**src/design/gbfp_pkg.sv**
```systemverilog
// Shared types, constants and packing for the binary navigation frame parser.
package gbfp_pkg;

    // Framing bytes and message selectors
    localparam logic [7:0]  SYNC_FIRST  = 8'hB5;
    localparam logic [7:0]  SYNC_SECOND = 8'h62;
    localparam logic [7:0]  CLASS_NAV   = 8'h01;
    localparam logic [7:0]  ID_PVT      = 8'h07;
    localparam logic [7:0]  ID_VELNED   = 8'h12;
    localparam logic [15:0] LEN_PVT     = 16'd92;
    localparam logic [15:0] LEN_VELNED  = 16'd36;
    localparam logic [7:0]  FIX_3D      = 8'd3;

    // Default payload limit
    localparam int MAX_PAYLOAD_DEF = 128;

    // Payload word slots captured on the fly (byte offset / 4)
    localparam int WORD_20 = 5;
    localparam int WORD_24 = 6;
    localparam int WORD_28 = 7;
    localparam int WORD_36 = 9;
    localparam int WORD_60 = 15;
    localparam int WORD_64 = 16;

    // Update flag codes
    localparam logic [2:0] UPD_NONE   = 3'd0;
    localparam logic [2:0] UPD_SPEED  = 3'd4;
    localparam logic [2:0] UPD_ALL    = 3'd7;

    // Command queue depth
    localparam int CMD_FIFO_DEPTH = 2;

    // Result stream width: 174 field bits padded to 176
    localparam int M_TDATA_W = 176;

    typedef enum logic [1:0] {
        CMD_NONE   = 2'd0,
        CMD_PVT    = 2'd1,
        CMD_VELNED = 2'd2
    } cmd_kind_t;

    // One command from the framer to the sample unit
    typedef struct packed {
        cmd_kind_t   kind;
        logic        fix_ok;
        logic [7:0]  sat_count;
        logic [31:0] longitude;
        logic [31:0] latitude;
        logic [31:0] altitude;
        logic [31:0] speed;
        logic [31:0] heading;
    } cmd_t;

    localparam int CMD_W = $bits(cmd_t);

    // Kept navigation sample
    typedef struct packed {
        logic        altitude_good;
        logic        speed_good;
        logic [31:0] heading_e5;
        logic [31:0] speed_mm_s;
        logic [31:0] altitude_mm;
        logic [31:0] latitude_e7;
        logic [31:0] longitude_e7;
        logic [7:0]  sat_count;
        logic        fix_good;
    } sample_t;

endpackage

```
**src/design/gbfp_framer.sv**
```systemverilog
// Byte framer: sync, header, Fletcher checksum, payload field capture, command build.
module gbfp_framer #(
    parameter int MAX_PAYLOAD = gbfp_pkg::MAX_PAYLOAD_DEF
) (
    input  logic           aclk,
    input  logic           aresetn,
    input  logic           byte_accept,
    input  logic [7:0]     rx_byte,
    output gbfp_pkg::cmd_t cmd
);

    localparam int IDX_W = $clog2(MAX_PAYLOAD + 1);
    localparam int WIX_W = IDX_W - 2;

    typedef enum logic [8:0] {
        ST_SYNC1   = 9'b000000001,
        ST_SYNC2   = 9'b000000010,
        ST_CLASS   = 9'b000000100,
        ST_ID      = 9'b000001000,
        ST_LEN_LO  = 9'b000010000,
        ST_LEN_HI  = 9'b000100000,
        ST_PAYLOAD = 9'b001000000,
        ST_CK_A    = 9'b010000000,
        ST_CK_B    = 9'b100000000
    } frame_state_t;

    frame_state_t     state_reg, state_next;
    logic [7:0]       class_reg, class_next;
    logic [7:0]       id_reg, id_next;
    logic [15:0]      length_reg, length_next;
    logic [IDX_W-1:0] index_reg, index_next;
    logic [7:0]       sum_a_reg, sum_a_next;
    logic [7:0]       sum_b_reg, sum_b_next;

    // Captured payload words
    logic [31:0] w20_reg, w24_reg, w28_reg, w36_reg, w60_reg, w64_reg;

    logic [IDX_W-1:0] index_inc;
    logic [7:0]       fl_a;
    logic [7:0]       fl_b;
    logic [15:0]      len_full;
    logic             decode_pvt;
    logic             decode_vel;
    logic             good_ck_b;

    assign index_inc = index_reg + 1'b1;
    assign fl_a      = sum_a_reg + rx_byte;
    assign fl_b      = sum_b_reg + fl_a;
    assign len_full  = {rx_byte, length_reg[7:0]};

    // Next framer state
    always_comb begin
        state_next  = state_reg;
        class_next  = class_reg;
        id_next     = id_reg;
        length_next = length_reg;
        index_next  = index_reg;
        sum_a_next  = sum_a_reg;
        sum_b_next  = sum_b_reg;
        good_ck_b   = 1'b0;
        unique case (state_reg)
            ST_SYNC1: begin
                if (rx_byte == gbfp_pkg::SYNC_FIRST) begin
                    state_next = ST_SYNC2;
                end
            end
            ST_SYNC2: begin
                state_next = (rx_byte == gbfp_pkg::SYNC_SECOND) ? ST_CLASS : ST_SYNC1;
            end
            ST_CLASS: begin
                class_next = rx_byte;
                sum_a_next = rx_byte;
                sum_b_next = rx_byte;
                state_next = ST_ID;
            end
            ST_ID: begin
                id_next    = rx_byte;
                sum_a_next = fl_a;
                sum_b_next = fl_b;
                state_next = ST_LEN_LO;
            end
            ST_LEN_LO: begin
                length_next = {8'd0, rx_byte};
                sum_a_next  = fl_a;
                sum_b_next  = fl_b;
                state_next  = ST_LEN_HI;
            end
            ST_LEN_HI: begin
                length_next = len_full;
                sum_a_next  = fl_a;
                sum_b_next  = fl_b;
                index_next  = '0;
                if (len_full > 16'(MAX_PAYLOAD)) begin
                    state_next  = ST_SYNC1;
                    class_next  = '0;
                    id_next     = '0;
                    length_next = '0;
                    sum_a_next  = '0;
                    sum_b_next  = '0;
                end else if (len_full == 16'd0) begin
                    state_next = ST_CK_A;
                end else begin
                    state_next = ST_PAYLOAD;
                end
            end
            ST_PAYLOAD: begin
                index_next = index_inc;
                sum_a_next = fl_a;
                sum_b_next = fl_b;
                if (16'(index_inc) >= length_reg) begin
                    state_next = ST_CK_A;
                end
            end
            ST_CK_A: begin
                if (rx_byte == sum_a_reg) begin
                    state_next = ST_CK_B;
                end else begin
                    state_next  = ST_SYNC1;
                    class_next  = '0;
                    id_next     = '0;
                    length_next = '0;
                    index_next  = '0;
                    sum_a_next  = '0;
                    sum_b_next  = '0;
                end
            end
            ST_CK_B: begin
                good_ck_b   = (rx_byte == sum_b_reg);
                state_next  = ST_SYNC1;
                class_next  = '0;
                id_next     = '0;
                length_next = '0;
                index_next  = '0;
                sum_a_next  = '0;
                sum_b_next  = '0;
            end
            default: begin
                state_next  = ST_SYNC1;
                class_next  = '0;
                id_next     = '0;
                length_next = '0;
                index_next  = '0;
                sum_a_next  = '0;
                sum_b_next  = '0;
            end
        endcase
    end

    // Advance framer registers on each accepted byte
    always_ff @(posedge aclk) begin
        if (!aresetn) begin
            state_reg  <= ST_SYNC1;
            class_reg  <= '0;
            id_reg     <= '0;
            length_reg <= '0;
            index_reg  <= '0;
            sum_a_reg  <= '0;
            sum_b_reg  <= '0;
        end else if (byte_accept) begin
            state_reg  <= state_next;
            class_reg  <= class_next;
            id_reg     <= id_next;
            length_reg <= length_next;
            index_reg  <= index_next;
            sum_a_reg  <= sum_a_next;
            sum_b_reg  <= sum_b_next;
        end
    end

    // Capture payload bytes that feed the decoded fields
    always_ff @(posedge aclk) begin
        if (byte_accept && state_reg == ST_PAYLOAD) begin
            if (index_reg[IDX_W-1:2] == WIX_W'(gbfp_pkg::WORD_20)) begin
                w20_reg[index_reg[1:0]*8 +: 8] <= rx_byte;
            end
            if (index_reg[IDX_W-1:2] == WIX_W'(gbfp_pkg::WORD_24)) begin
                w24_reg[index_reg[1:0]*8 +: 8] <= rx_byte;
            end
            if (index_reg[IDX_W-1:2] == WIX_W'(gbfp_pkg::WORD_28)) begin
                w28_reg[index_reg[1:0]*8 +: 8] <= rx_byte;
            end
            if (index_reg[IDX_W-1:2] == WIX_W'(gbfp_pkg::WORD_36)) begin
                w36_reg[index_reg[1:0]*8 +: 8] <= rx_byte;
            end
            if (index_reg[IDX_W-1:2] == WIX_W'(gbfp_pkg::WORD_60)) begin
                w60_reg[index_reg[1:0]*8 +: 8] <= rx_byte;
            end
            if (index_reg[IDX_W-1:2] == WIX_W'(gbfp_pkg::WORD_64)) begin
                w64_reg[index_reg[1:0]*8 +: 8] <= rx_byte;
            end
        end
    end

    // Classify a completed frame
    assign decode_pvt = good_ck_b && class_reg == gbfp_pkg::CLASS_NAV &&
                        id_reg == gbfp_pkg::ID_PVT && length_reg >= gbfp_pkg::LEN_PVT;
    assign decode_vel = good_ck_b && class_reg == gbfp_pkg::CLASS_NAV &&
                        id_reg == gbfp_pkg::ID_VELNED && length_reg >= gbfp_pkg::LEN_VELNED;

    // Build the command for this byte
    always_comb begin
        if (decode_pvt) begin
            cmd.kind = gbfp_pkg::CMD_PVT;
        end else if (decode_vel) begin
            cmd.kind = gbfp_pkg::CMD_VELNED;
        end else begin
            cmd.kind = gbfp_pkg::CMD_NONE;
        end
        cmd.fix_ok    = w20_reg[8] && (w20_reg[7:0] >= gbfp_pkg::FIX_3D);
        cmd.sat_count = w20_reg[31:24];
        cmd.longitude = w24_reg;
        cmd.latitude  = w28_reg;
        cmd.altitude  = w36_reg;
        cmd.speed     = decode_pvt ? w60_reg : w20_reg;
        cmd.heading   = decode_pvt ? w64_reg : w24_reg;
    end

endmodule

```
**src/design/gbfp_cmd_fifo.sv**
```systemverilog
// Short command queue between the framer and the sample unit.
module gbfp_cmd_fifo (
    input  logic           aclk,
    input  logic           aresetn,
    input  logic           push,
    input  gbfp_pkg::cmd_t push_data,
    output logic           not_full,
    input  logic           pop,
    output logic           not_empty,
    output gbfp_pkg::cmd_t pop_data
);

    localparam int DEPTH = gbfp_pkg::CMD_FIFO_DEPTH;
    localparam int PTR_W = $clog2(DEPTH);
    localparam int CNT_W = $clog2(DEPTH + 1);

    gbfp_pkg::cmd_t   entry_reg [DEPTH];
    logic [PTR_W-1:0] wr_ptr_reg, rd_ptr_reg;
    logic [CNT_W-1:0] count_reg;

    assign not_full  = (count_reg != CNT_W'(DEPTH));
    assign not_empty = (count_reg != '0);
    assign pop_data  = entry_reg[rd_ptr_reg];

    // Store pushed commands
    always_ff @(posedge aclk) begin
        if (push) begin
            entry_reg[wr_ptr_reg] <= push_data;
        end
    end

    // Track pointers and fill count
    always_ff @(posedge aclk) begin
        if (!aresetn) begin
            wr_ptr_reg <= '0;
            rd_ptr_reg <= '0;
            count_reg  <= '0;
        end else begin
            if (push) begin
                wr_ptr_reg <= (wr_ptr_reg == PTR_W'(DEPTH - 1)) ? '0 : wr_ptr_reg + 1'b1;
            end
            if (pop) begin
                rd_ptr_reg <= (rd_ptr_reg == PTR_W'(DEPTH - 1)) ? '0 : rd_ptr_reg + 1'b1;
            end
            if (push && !pop) begin
                count_reg <= count_reg + 1'b1;
            end else if (pop && !push) begin
                count_reg <= count_reg - 1'b1;
            end
        end
    end

endmodule

```
**src/design/gbfp_sample_unit.sv**
```systemverilog
// Sample unit: applies decode commands to the kept sample and drives the result register.
module gbfp_sample_unit (
    input  logic                            aclk,
    input  logic                            aresetn,
    input  logic                            cmd_valid,
    input  gbfp_pkg::cmd_t                  cmd,
    output logic                            cmd_pop,
    output logic                            m_tvalid,
    input  logic                            m_tready,
    output logic [gbfp_pkg::M_TDATA_W-1:0]  m_tdata
);

    gbfp_pkg::sample_t sample_reg;
    logic [2:0]        upd_reg;
    logic              valid_reg;
    logic [35:0]       speed_ext;
    logic [35:0]       speed_x10;
    logic [31:0]       speed_sat;

    // Scale cm/s to mm/s and saturate to 32 bits
    assign speed_ext = {{4{cmd.speed[31]}}, cmd.speed};
    assign speed_x10 = (speed_ext << 3) + (speed_ext << 1);

    always_comb begin
        if (speed_x10[35:31] == 5'b00000 || speed_x10[35:31] == 5'b11111) begin
            speed_sat = speed_x10[31:0];
        end else if (speed_x10[35]) begin
            speed_sat = 32'h8000_0000;
        end else begin
            speed_sat = 32'h7FFF_FFFF;
        end
    end

    assign cmd_pop = cmd_valid && (!valid_reg || m_tready);

    // Update sample and load the result register
    always_ff @(posedge aclk) begin
        if (!aresetn) begin
            valid_reg  <= 1'b0;
            upd_reg    <= gbfp_pkg::UPD_NONE;
            sample_reg <= '0;
        end else begin
            if (cmd_pop) begin
                valid_reg <= 1'b1;
                unique case (cmd.kind)
                    gbfp_pkg::CMD_PVT: begin
                        upd_reg                  <= gbfp_pkg::UPD_ALL;
                        sample_reg.fix_good      <= cmd.fix_ok;
                        sample_reg.sat_count     <= cmd.sat_count;
                        sample_reg.longitude_e7  <= cmd.longitude;
                        sample_reg.latitude_e7   <= cmd.latitude;
                        sample_reg.altitude_mm   <= cmd.altitude;
                        sample_reg.speed_mm_s    <= cmd.speed;
                        sample_reg.heading_e5    <= cmd.heading;
                        sample_reg.speed_good    <= cmd.fix_ok;
                        sample_reg.altitude_good <= cmd.fix_ok;
                    end
                    gbfp_pkg::CMD_VELNED: begin
                        upd_reg               <= gbfp_pkg::UPD_SPEED;
                        sample_reg.speed_mm_s <= speed_sat;
                        sample_reg.heading_e5 <= cmd.heading;
                        sample_reg.speed_good <= 1'b1;
                    end
                    default: begin
                        upd_reg <= gbfp_pkg::UPD_NONE;
                    end
                endcase
            end else if (m_tready) begin
                valid_reg <= 1'b0;
            end
        end
    end

    assign m_tvalid = valid_reg;
    assign m_tdata  = {2'b00, sample_reg, upd_reg};

endmodule

```
**src/design/gnss_binary_frame_parser.sv**
```systemverilog
// Top level of the binary navigation frame parser.
//
// Input channel (s_): one receiver byte per transfer in s_tdata[7:0].
// Result channel (m_): exactly one result per input byte, in order, carrying
// the update flags of that byte and the kept navigation sample.
// Every byte passes through the framer, which tracks sync, header, payload and
// the Fletcher checksum and captures the payload words that the decoders use;
// a command per byte goes into a two-entry queue, and the sample unit applies
// it and loads the result register.
// The queue takes the command for a byte at its transfer, and the sample
// unit loads the result register from the queue once that register is free
// (empty, or its result taken with m_tready high).
// Throughput: while m_tready is high, one byte per cycle; the framer does
// fixed work per byte and the sample unit takes one command per cycle.
// Reset (aresetn low, synchronous): framer returns to waiting for the first
// sync byte, the queue empties, the kept sample clears to zero, m_tvalid drops.
// Receiver stall: the result register holds, the queue fills, and s_tready
// falls once both queue entries are taken.
module gnss_binary_frame_parser #(
    parameter int MAX_PAYLOAD = gbfp_pkg::MAX_PAYLOAD_DEF
) (
    input  logic                           aclk,
    input  logic                           aresetn,
    input  logic                           s_tvalid,
    output logic                           s_tready,
    input  logic [7:0]                     s_tdata,   // [7:0] rx_byte
    output logic                           m_tvalid,
    input  logic                           m_tready,
    // [2:0] updates, [3] fix flag, [11:4] sat_count, [43:12] longitude_e7,
    // [75:44] latitude_e7, [107:76] altitude_mm, [139:108] speed_mm_s,
    // [171:140] heading_e5, [172] speed flag, [173] altitude flag, [175:174] zero
    output logic [gbfp_pkg::M_TDATA_W-1:0] m_tdata
);

    logic           byte_accept;
    gbfp_pkg::cmd_t front_cmd;
    gbfp_pkg::cmd_t back_cmd;
    logic           fifo_not_empty;
    logic           fifo_pop;

    assign byte_accept = s_tvalid && s_tready;

    // Front: framing and classification
    gbfp_framer #(
        .MAX_PAYLOAD (MAX_PAYLOAD)
    ) u_framer (
        .aclk        (aclk),
        .aresetn     (aresetn),
        .byte_accept (byte_accept),
        .rx_byte     (s_tdata),
        .cmd         (front_cmd)
    );

    // Queue between front and back
    gbfp_cmd_fifo u_cmd_fifo (
        .aclk      (aclk),
        .aresetn   (aresetn),
        .push      (byte_accept),
        .push_data (front_cmd),
        .not_full  (s_tready),
        .pop       (fifo_pop),
        .not_empty (fifo_not_empty),
        .pop_data  (back_cmd)
    );

    // Back: sample update and result register
    gbfp_sample_unit u_sample_unit (
        .aclk      (aclk),
        .aresetn   (aresetn),
        .cmd_valid (fifo_not_empty),
        .cmd       (back_cmd),
        .cmd_pop   (fifo_pop),
        .m_tvalid  (m_tvalid),
        .m_tready  (m_tready),
        .m_tdata   (m_tdata)
    );

endmodule

```
**config.mk**
```make
export PLATFORM = sky130hd
export DESIGN_NAME = gnss_binary_frame_parser
export DESIGN_NICKNAME = d
export VERILOG_FILES = /design/src/design/gbfp_pkg.sv /design/src/design/gbfp_framer.sv /design/src/design/gbfp_cmd_fifo.sv /design/src/design/gbfp_sample_unit.sv /design/src/design/gnss_binary_frame_parser.sv
export SDC_FILE = /design/constraint.sdc
export NUM_CORES = 1
export LEC_CHECK = 0
export BUFFER_PORTS_ARGS = -buffer_cell sky130_fd_sc_hd__buf_2
export CAP_MARGIN = 10
export CORE_ASPECT_RATIO = 0.9
export CORE_MARGIN = 1.5
export CORE_UTILIZATION = 25
export DETAILED_ROUTE_END_ITERATION = 10
export PLACE_DENSITY_LB_ADDON = 0.3
export RECOVER_POWER = 50
export SLEW_MARGIN = 20
export SYNTH_ARGS = -nofsm -noshare
export SYNTH_HDL_FRONTEND = slang
export SYNTH_SLANG_ARGS = --single-unit
```
**constraint.sdc**
```tcl
create_clock -name aclk -period 11.2 [get_ports aclk]
set_clock_uncertainty 0.15 [all_clocks]
set_input_delay 1.12 -clock aclk [delete_from_list [all_inputs] [get_ports aclk]]
set_output_delay 1.12 -clock aclk [all_outputs]
set_load 0.05 [all_outputs]
```
# ---- Word level (Yosys, flattened, before mapping)
# Memory sizes are Yosys's and may differ from the RTL's. A register that Yosys moved wholly into a read port is not among the register bits.
# Index checks and enable logic that the tools add are counted.
# Widths: inputs -> output; s select.
dict set report totals {
  memories 1
  elab_cells 166
  ram_bits 342
  reg_bits 435
  input_bits 12
}
# memory depth width rd rd_clocked_by_memory_dff wr line_no
set mem_list {}
lappend mem_list {u_cmd_fifo.entry_reg 2 171 1 1 1 gbfp_cmd_fifo.sv:17} ;# gbfp_pkg::cmd_t entry_reg [DEPTH];
dict set report classes {
  reduce_logical 43
  n_eq_ne 30
  bitwise 5
  add_sub_neg 9
  n_mux 44
  shift 2
  n_lt_le_gt_ge 5
}
# operator count
set ops {}
lappend ops {{$bwmux 32} 6}
lappend ops {{$pmux 65 s2} 1}
lappend ops {{$mux 32} 4}
lappend ops {{$pmux 8 s5} 2}
lappend ops {{$pmux 9 s8} 1}
lappend ops {{$pmux 16 s4} 1}
lappend ops {{$pmux 8 s4} 2}
lappend ops {{$mux 8} 5}
lappend ops {{$add 35x33->36} 1}
lappend ops {{$mux 9} 4}
lappend ops {{$neg 5->34} 1}
lappend ops {{$shift 8x34->32 const A} 1}
lappend ops {{$shiftx 8x34->32} 1}
lappend ops {{$mux 16} 2}
lappend ops {{$pmux 8 s3} 1}
lappend ops {{$reduce_or 5->1} 4}
lappend ops {{$eq 6x3->1 const B} 3}
lappend ops {{$add 8x8->8} 2}
lappend ops {{$eq 8x8->1} 2}
lappend ops {{$ge 16x6->1 const B} 1}
lappend ops {{$ge 16x7->1 const B} 1}
lappend ops {{$ge 8x16->1} 1}
lappend ops {{$gt 16x8->1 const B} 1}
lappend ops {{$logic_not 16->1} 1}
lappend ops {{41 further kinds} 89}

# ---- Logic depth before layout (Yosys ltp)
# Gate-level depths: netlist of the first run.
dict set report depth {
  depth_word 7
  depth_mapped 15
  ltp_nobuf 15
}

# ---- By module
# Synthesis of the first run repeated with hierarchy kept, for this count alone.
dict set report hier_totals {
  hier_cells 2405
  hier_area_um2 32776.4
}
# mod n_inst cells_per_inst seq_area_each_um2 area_per_inst_um2
set by_module_without_submodules {}
lappend by_module_without_submodules {gbfp_cmd_fifo 1 554 10369.9 12916.1}
lappend by_module_without_submodules {gbfp_framer 1 827 7066.8 11394.7}
lappend by_module_without_submodules {gbfp_sample_unit 1 1023 3463.3 8459.4}
lappend by_module_without_submodules {gnss_binary_frame_parser 1 1 0.0 6.3}

# ---- Least setup slack after synthesis of the first run
# Ideal clock, no wire load.
dict set report synth_timing {
  kind {input-to-reg}
  startpoint {input s_tvalid}
  endpoint {memory u_cmd_fifo.entry_reg[0][0] (netlist bit) (enable)}
  path_buffers 0
  cell_stages 2
  setup_slack_ns 1.931
  setup_ns 0.707
  t_arrival_ns 8.412
  cell_sequence {nand2_1 -> nor2_1}
}
dict set report synth_via {
  elab_chain_len 3
}
# element line_no
set synth_rtl {}
lappend synth_rtl {{start: declaration} gnss_binary_frame_parser.sv:24} ;# input logic s_tvalid,
lappend synth_rtl {{$logic_and 1x1->1} gnss_binary_frame_parser.sv:41} ;# assign byte_accept = s_tvalid && s_tready;
lappend synth_rtl {{$mux 1} gbfp_cmd_fifo.sv:27} ;# if (push) begin
lappend synth_rtl {{$mux 1 (not written as such)} gbfp_cmd_fifo.sv:28} ;# entry_reg[wr_ptr_reg] <= push_data;
lappend synth_rtl {{end: declaration} gbfp_cmd_fifo.sv:17}
# Every way passes these cells.

==> impl_results.md, run 1 <==
- CTS Root Cell: clkbuf_16
- Distinct cells, synth: 80
- Slew Limit Fails: 393
- Remaining DRCs: 0
- Largest register FFs: around 340
- Reg power frac: 0.422
- Status: finished with violations
- Area delta synth->final: 16.31%
- Syn Inst Count: about 2500
- FF-to-FF setup slack: a little under 5000 ps
- Reg clk slew, reported paths: 60 ps
- HPWL after DPL: roughly 56 mm
- Yosys reg bits: between 700 and 800
- Fmax: roughly 130 MHz
- Die ar.: between 0.1 and 0.15 mm²
- Hold Path Sink: u_cmd_fifo.entry_reg[0][123]
- Detailed Route WL: 83.91 mm
- Max_slew headroom: -1.888
- Setup CP Type: in -> reg
- Post-synth EDFFs: 534
- Final count of hold timing violations: 0
- Io pins: 190
- First-pass GRT wire length: about 120 mm
- CP max FO: between 70 and 80
- Skew-Pair Late Insertion Delay: about 640 ps
- Yosys top cell by area: edfxtp_1
- Total negative slack: 0 ps
- Iter 0 DRT Violations: between 1000 and 1500
- Crit end category: register
- Clock Path Buffers: 3
- Post-synth top cells: edfxtp_1, nand2_1, nor2_1
- Top cells by area, synth: edfxtp_1, dfxtp_1, mux2i_1
- Worst vdd ir: about 0.16 mV
- Core Box Area: 0.1235 mm²
- CP Launch Type: input pin
- Final core utilization: 0.2943
- Power per cell area: about 230 mW/mm²
- Capturing point of the worst reg2reg path: u_cmd_fifo.entry_reg[1][73]
- Row count: approximately 120
- Combinational power share: 0.245
- GP Congestion: 0.8486
- Nets: ~2700
- Critical Path AT: slightly above 8000 ps
- Hold_sp: u_framer.w28_reg[27]
- P_sw: roughly 2.9 mW
- Worst r2r src: u_cmd_fifo.count_reg[0]
- Post-Synthesis Cell Area: about 0.031 mm²
- Via/cell ratio: around 4.5
- Failing checks: capacitance limit, slew limit
- Largest net degree at the start of global routing: 98
- Number of setup buffers added after CTS: 0
- Synth top area share: 0.5132
- H-tree depth: 3
- Antenna cells: 0
- Post-CTS Hold Fix Bufs: 0
- Clock sinks: a little under 800
- Share of post-route cells with drive strength above 1: 0.08060
- Die width: about 380 µm
- CTS tree: yes
- Overall Global Routing Usage: 0.1292
- Min Tclk post-route: 7797 ps
- Number of iterations in the first detailed-routing pass: 5
- DR vias: approximately 19000
- Switching share of power: 0.3490
- Grt total ovfl: 0
- Final instance area: approximately 0.036 mm²
- Max-cap viol count: 7
- Starting Density: 0.2530
- Placement-stage cell area: ~0.034 mm²
- Leakage: 10.80 nW
- Drt wl/cell: 19.55 µm
- Worst-Margin Slew: about 4300 ps
- Die H: ~340 µm
- Tightest Hold Check Type: reg -> reg
- Clk pwr share: 0.333
- Register-to-Register Path Depth: 5
- Vias in the first global route: ~19000
- Worst Hold Depth: 0
- Int Power: between 5 and 6 mW
- Critical Path RT: approximately 12000 ps
- Sequential area share after synthesis: 0.6689
- Antenna violations before repair: 2
- Post-cts resize count: 0
- Post-Syn Area per Cell: 12.71 µm²
- YS warnings: 0
- Synth Flop Type: edfxtp_1
- FFs w/ async S/R, synth: 0
- Post-DRT Antenna Nets: 0
- I/O Buffers: roughly 190
- CTS buffer count: 83
- Setup-failing EPs final: 0
- Count leader, synth: edfxtp_1
- Unrepaired setup endpoints after global routing: false
- Fin crit share: 0.6962
==> worst max path at each step <==
stage | from | endpoint | slack [ps]
2_1_floorplan | s_tvalid | u_cmd_fifo.entry_reg[0][0] | 1930
3_3_place_gp | register | u_sample_unit.m_tdata[123] | 5520
3_5_place_dp | register | u_sample_unit.m_tdata[123] | 5510
4_1_cts | register | u_sample_unit.m_tdata[123] | 5500
5_1_grt | aresetn | u_framer.length_reg[10] | 2680
6_report | aresetn | u_framer.length_reg[10] | 3400
==> kinds of logic (layout without fill, tap and decap cells) <==
group / count (synthesis) / count (layout) / share of synthesized area
mux: 173 / 173 / 0.05666
xor+xnor: 56 / 56 / 0.01570
simple gates: 754 / 754 / 0.1086
buf+inv: 174 / 395 / 0.02302
fa+ha+maj: 65 / 65 / 0.02675
flops: 777 / 777 / 0.6689
compound gates: 458 / 458 / 0.1003
other cells: 1 / 2 / 0.0001200
==> worst max-delay path, stage by stage <==
cell and delay [ps]:
buf_2 70, clkbuf_1 1420, clkinvlp_2 2590, clkbuf_1 1710, a21oi_1 1020, and2_1 220
==> per-layer routing <==
layer  GRT usage  vias to the layer above  part of all wire  wire length (µm)
met5           0                        -                 0                 0
li1            -                     9411                 -                 -
met2      0.2039                      408              0.46             38580
met4     0.03408                        0             0.022              1814
met3     0.02896                      106             0.053              4474
met1      0.1778                     9416              0.47             39040
==> layout make-up <==
class | count | area [µm²]
Clock inverter | 45 | 479.2
Fill cell | 12530 | 87150
Clock buffer | 109 | 2288
Inverter | 32 | 121.4
Tap cell | 1612 | 2017
Sequential cell | 777 | 20900
Multi-Input combinational cell | 1508 | 9677
Timing Repair Buffer | 209 | 854.6
==> through the flow <==
| stage | instances | worst slack, ps | power (mW) | hold WS (ps) |
|---|---|---|---|---|
| 4_1_cts | 4292 | 5502 | 8.454 | 279.1 |
| 3_3_place_gp | 4138 | 5520 | 5.658 | 271.4 |
| 6_report | 4292 | 3403 | 8.288 | 280.0 |
| 3_5_place_dp | 4138 | 5510 | 5.667 | 280.2 |
| 2_1_floorplan | 2459 | 1931 | 5.111 | 271.5 |
| 5_1_grt | 4292 | 2678 | 8.679 | 284.8 |
==> power by group through the flow <==
stage                     combinational, mW  clock, mW  sequential [mW]
after global routing                   2.20       2.95             3.53
after global placement                 2.12          0             3.54
after CTS                              2.12       2.84             3.49
after detailed placement               2.12          0             3.55
final                                  2.03       2.76             3.50
after floorplan                       0.910          0             4.20
==> cells in the final DEF, fill, tap and decap left out, types with 6 or more instances in the layout <==
| cell | n |
|---|---|
| dfxtp_1 | 242 |
| clkbuf_1 | 201 |
| a2111oi_0 | 29 |
| nand2b_1 | 10 |
| buf_4 | 15 |
| xor2_1 | 24 |
| ha_1 | 61 |
| a22oi_1 | 8 |
| bufinv_16 | 6 |
| a21oi_1 | 99 |
| nand2_1 | 280 |
| nand3_1 | 43 |
| mux2i_1 | 142 |
| and2_1 | 41 |
| o21ai_0 | 71 |
| inv_1 | 31 |
| edfxtp_1 | 534 |
| clkinv_2 | 10 |
| o22ai_1 | 8 |
| nor2_1 | 244 |
| a211oi_1 | 144 |
| clkbuf_16 | 86 |
| or3_1 | 7 |
| or4_1 | 11 |
| buf_2 | 11 |
| o21bai_1 | 8 |
| clkinv_1 | 12 |
| xnor2_1 | 32 |
| and2_0 | 25 |
| mux2_2 | 31 |
| nor4_1 | 11 |
| nand4_1 | 11 |
| o2bb2ai_1 | 23 |
| nor3b_1 | 10 |
| nor3_1 | 21 |
| and3_1 | 7 |
| a21o_1 | 20 |
| a31oi_1 | 8 |
Power figures use the tool's default switching activity.
==> run 2: changes to the inputs <==
==> constraint.sdc (replaced) <==
create_clock -name aclk -period 6.5 [get_ports aclk]
set_clock_uncertainty 0.15 [all_clocks]
set_input_delay 0.65 -clock aclk [delete_from_list [all_inputs] [get_ports aclk]]
set_output_delay 0.65 -clock aclk [all_outputs]
set_load 0.05 [all_outputs]
==> run 2 against run 1 <==
The run still ends with capacitance limit, slew limit left. Combinational power increased by 71%. Sequential cell count unchanged. First-iteration DRC count increased by 5.7%. Highest routed layer is now met5. Global-route usage decreased by 0.057 points. Power increased by 71%. Worst setup slack got worse by 2000 ps. Sequential share of layout area about the same. Non-clock buffer count increased by 3. Critical path depth increased by 6. Hold slack got worse by 56 ps.
==> impl_results.md, run 2 (synthesized netlist as in run 1, its figures left out) <==
- Largest register FFs: 342
- Unrepaired setup endpoints after global routing: false
- Io pins: 190
- First-pass GRT wire length: approximately 120 mm
- Power per cell area: between 300 and 400 mW/mm²
- Status: finished with violations
- Drt wl/cell: a little under 20 µm
- CP Launch Type: register
- Reg clk slew, reported paths: 60 ps
- Crit end category: register
- Worst vdd ir: between 0.2 and 0.25 mV
- Worst-Margin Slew: just over 3000 ps
- Number of iterations in the first detailed-routing pass: 5
- Antenna violations before repair: 3
- GP Congestion: approximately 0.85
- Nets: 2691
- Final count of hold timing violations: 0
- Die H: between 300 and 400 µm
- Fin crit share: 0.7895
- P_sw: between 4 and 5 mW
- Commonest non-fill, non-tap cell in the layout: edfxtp_1
- Row count: roughly 120
- Area delta synth->final: 16.37%
- Min Tclk post-route: 5131 ps
- Critical Path RT: 6890 ps
- CTS tree: yes
- Most frequent cells in the layout: edfxtp_1, nand2_1, nor2_1, dfxtp_1, clkbuf_1
- Total negative slack: 0 ps
- Int Power: 9.258 mW
- CTS Root Cell: clkbuf_16
- Combinational power share: 0.244
- WHS: approximately 220 ps
- H-tree depth: 3
- Iter 0 DRT Violations: about 1400
- CTS buffer count: a little over 80
- Die ar.: between 0.1 and 0.15 mm²
- Reg power frac: 0.425
- Clk pwr share: 0.331
- Post-DRT Antenna Nets: 0
- Setup-failing EPs final: 0
- Core Box Area: 0.1235 mm²
- Fmax: between 150 and 200 MHz
- Clock sinks: 777
- Slew Limit Fails: 366
- Leakage: between 10 and 15 nW
- Largest net degree at the start of global routing: 122
- Remaining DRCs: 0
- Setup CP Type: reg -> reg
- Via/cell ratio: 4.513
- Post-CTS Hold Fix Bufs: 0
- Clock Path Buffers: 3
- Max-cap viol count: 5
- Tightest Hold Check Type: in -> reg
- Overall Global Routing Usage: 0.1286
- Share of post-route cells with drive strength above 1: 0.08122
- I/O Buffers: approximately 190
- Starting Density: 0.2530
- Failing checks: capacitance limit, slew limit
- Filler cells: 12550
- Max_slew headroom: -1.011
- Number of setup buffers added after CTS: 0
- DR vias: 19390
- Vias in the first global route: approximately 19000
- Switching share of power: 0.3482
- HPWL after DPL: 55.98 mm
- Die width: between 300 and 400 µm
- Post-cts resize count: 0
- Grt total ovfl: 0
- Skew-Pair Late Insertion Delay: ~650 ps
- CP max FO: 31
- Detailed Route WL: 83.48 mm
- Critical Path AT: roughly 5500 ps
## run 2: cell count changes in the layout (fill, tap and decap cells not counted), sizes merged
| cell | change |
|---|---|
| buf | +7 |
| inv | -4 |
| clkbuf | -1 |
| clkinvlp | -4 |
| clkinv | +6 |
| diode | +1 |
## run 2: worst paths after layout
path	to	slack, ps	from	depth (start not counted)
worst min register to register	u_cmd_fifo.entry_reg[0][94]	270	u_framer.w36_reg[30]	0
worst max-delay path	u_sample_unit.m_tdata[122]	1370	register	12
worst min-delay path	u_sample_unit.m_tvalid	220	m_tready	4
worst max register to register	u_sample_unit.m_tdata[122]	1370	register	12
## run 2: cell type report
type	count	area [µm²]	area share
Multi-Input combinational cell	1508	9676	0.2661
Clock inverter	43	456.7	0.01256
Inverter	32	121.4	0.003338
Clock buffer	112	2257	0.06207
Sequential cell	777	20900	0.5749
Tap cell	1612	2017	0.05547
Antenna cell	1	2.502	0.00006882
Timing Repair Buffer	212	928.4	0.02553
## run 2: layer usage
| layer | wire length (µm) | up-vias | GRT usage |
|---|---|---|---|
| met5 | 18 | - | 0 |
| met4 | 2018 | 4 | 0.03610 |
| met3 | 3695 | 116 | 0.02566 |
| met2 | 37690 | 362 | 0.2006 |
| met1 | 40070 | 9476 | 0.1802 |
| li1 | - | 9434 | - |
## run 2: power groups by stage
| stage | sequential (mW) | clock, mW | combinational (mW) |
|---|---|---|---|
| after global routing | 6.09 | 5.04 | 3.75 |
| final | 6.03 | 4.70 | 3.47 |
| after detailed placement | 6.12 | 0 | 3.62 |
| after global placement | 6.11 | 0 | 3.61 |
| after CTS | 6.02 | 4.84 | 3.63 |
| after floorplan | 7.20 | 0 | 1.57 |
## run 2: stage by stage
stage          instance area [µm²]  std cells  power [mW]  worst slack, ps    util
2_1_floorplan                31260       2459       8.771            270.2       -
3_3_place_gp                 33890       4140       9.723             1425  0.2744
3_5_place_dp                 33900       4140       9.734             1381  0.2745
4_1_cts                      36610       4295       14.48             1340  0.2965
5_1_grt                      36360       4296       14.87            941.0  0.2944
6_report                     36360       4297       14.20             1369  0.2945
## run 2: worst max-delay path, stage by stage (launching register included)
cell       delay (ps)
dfxtp_4           630
mux2_2            420
ha_1              260
fa_1              420
a21o_2            250
a221oi_2          410
nor4_1            160
nor3_1            450
o21ai_0           230
a311oi_2          460
a31oi_4           480
a2111oi_0         560
o2bb2ai_1         130
==> run 3: changes to the inputs <==
==> constraint.sdc (replaced) <==
create_clock -name aclk -period 4.1 [get_ports aclk]
set_clock_uncertainty 0.15 [all_clocks]
set_input_delay 0.41 -clock aclk [delete_from_list [all_inputs] [get_ports aclk]]
set_output_delay 0.41 -clock aclk [all_outputs]
set_load 0.05 [all_outputs]
==> run 3 against run 2 <==
The run still ends with capacitance limit, slew limit left. Register-to-register slack worse by 1300 ps. Design area increased by 4.2%. First-iteration DRC count is 4.5% higher.
==> impl_results.md, run 3 (synthesized netlist as in run 1, its figures left out) <==
- Remaining DRCs: 0
- Die ar.: ~0.13 mm²
- CTS tree: yes
- Skew-Pair Late Insertion Delay: 650 ps
- CP max FO: 9
- Max-cap viol count: 2
- Crit-path max cell delay: between 400 and 500 ps
- Fin crit share: 0.9883
- Most frequent cells in the layout: edfxtp_1, nand2_1, nor2_1, dfxtp_1, clkbuf_1
- Stages on worst setup path: 15
- Power per cell area: 613.0 mW/mm²
- CTS Root Cell: clkbuf_16
- Share of post-route cells with drive strength above 1: 0.1375
- Core Box Area: around 0.12 mm²
- Crit path max-delay family: compound AO/OA/AOI/OAI gates
- Register area: roughly 0.021 mm²
- Setup CP Type: reg -> reg
- Die width: ~380 µm
- CP max-delay cell: or4_4
- Area delta synth->final: 21.29%
- Grt total ovfl: 0
- CP Launch Type: register
- Row count: roughly 120
- DR vias: around 20000
- Register-to-Register Path Depth: 15
- Failing checks: capacitance limit, slew limit
- HPWL after DPL: approximately 57 mm
- Antenna violations before repair: 2
- Commonest non-fill, non-tap cell in the layout: edfxtp_1
- CTS buffer count: 85
- H-tree depth: 3
- WHS: 73.29 ps
- Critical Path AT: 4450 ps
- Min Tclk post-route: between 4000 and 5000 ps
- Critical Path RT: between 4000 and 5000 ps
- Fin cells: 4426
- Setup-failing EPs final: 0
- Antenna cells: 0
- Critical path, cell by cell: buf_12 > clkbuf_16 > mux2_2 > ha_1 > buf_4 > a211oi_1 > a21oi_1 > o311ai_2 > buf_4 > a211o_2 > o211ai_2 > buf_4 > or4_4 > and2_4 > o31ai_2
- Io pins: 190
- Clock Path Buffers: 3
- Tightest Hold Check Type: in -> reg
- Detailed Route WL: between 80 and 90 mm
- Number of iterations in the first detailed-routing pass: 5
- Leakage: 11.64 nW
- Worst-Margin Slew: approximately 2300 ps
- Slew Limit Fails: between 150 and 200
- Fmax: 246.8 MHz
- Crit end category: register
- I/O Buffers: 187
- Drt wl/cell: 19.09 µm
- Worst slack at placement: -49.21 ps
- Die H: 338.4 µm
- Worst vdd ir: 0.3136 mV
- Status: finished with violations
- Clock sinks: around 780
- Reg clk slew, reported paths: approximately 50 ps
- Filler cells: roughly 12000
- Post-DRT Antenna Nets: 0
- Unrepaired setup endpoints after global routing: true
- Worst Hold Depth: 3
- Area occupied by multi-input gates: 0.01001 mm²
- Largest net degree at the start of global routing: 134
- Bufs and invs on worst path: 5
- Largest register FFs: 342
- Placed Cells: approximately 4300
- Nets: 2819
- Max_slew headroom: -0.5371
- Most used cell, CP: buf_4
- Vias in the first global route: 19010
- Iter 0 DRT Violations: around 1400
- GP Congestion: between 0.8 and 0.9
- Final core utilization: 0.3069
- First-pass GRT wire length: 123.9 mm
- Setup WS post-layout: between 40 and 50 ps
- Overall Global Routing Usage: 0.1288
- Via/cell ratio: roughly 4.5
- Starting Density: 0.2530
- Final count of hold timing violations: 0
## run 3: final cells by class
cell class,count,area share
clock buffers,122,0.06276
clock inverters,37,0.01228
inverters,32,0.003302
multi-input cells,1508,0.2641
flip-flops and latches,777,0.5516
well taps,1612,0.05322
repair buffers,338,0.05279
## run 3: final timing paths
check,start,endpoint,slack [ps]
max,register,u_sample_unit.m_tdata[128],50
min,s_tdata[2],u_framer.id_reg[2],70
max reg2reg,register,u_sample_unit.m_tdata[128],50
min reg2reg,u_framer.w36_reg[23],u_cmd_fifo.entry_reg[0][87],290
## run 3: routing by layer
layer,global-route usage,share of wire,vias up
li1,-,-,9680
met1,0.1837,0.48,9671
met2,0.1954,0.45,456
met3,0.02728,0.052,110
met4,0.03728,0.025,0
met5,0,0,-
## run 3: report_power, final
group	total, mW	switching (mW)	leakage (nW)	internal [mW]
Combinational	5.99	4.42	4.49	1.57
Sequential	9.51	0.396	5.76	9.11
Clock	7.74	3.21	1.38	4.53
Total	23.2	8.02	11.6	15.2
## run 3: worst register-to-register path, delay by kind of cell, from the launching register on
kind	cells	cell delay (ps)
AOI/OAI and AO/OA	6	1260
muxes	1	400
buffers and inverters	5	780
and+or+nand+nor	2	680
DFF	1	410
adders and majority gates	1	300
## run 3: per-stage QoR
step	cell area [µm²]	total power, mW	TNS (ps)
2_1_floorplan	31300	13.90	-1.483
6_report	37900	23.23	0
4_1_cts	37760	23.51	-2.395
5_1_grt	37900	24.31	-1186
3_5_place_dp	34860	15.69	-887.8
3_3_place_gp	34860	15.66	-716.8
## run 3: repair_timing
| action | CTS | global route |
|---|---|---|
| hold endpoints to repair | 1 | 0 |
| resized for setup | 10 | 74 |
| hold buffers | 1 | 0 |
| buffers inserted | 2 | 5 |
| pin swaps | 3 | 15 |
| gates cloned | 0 | 1 |
| setup endpoints to repair | 26 | 31 |
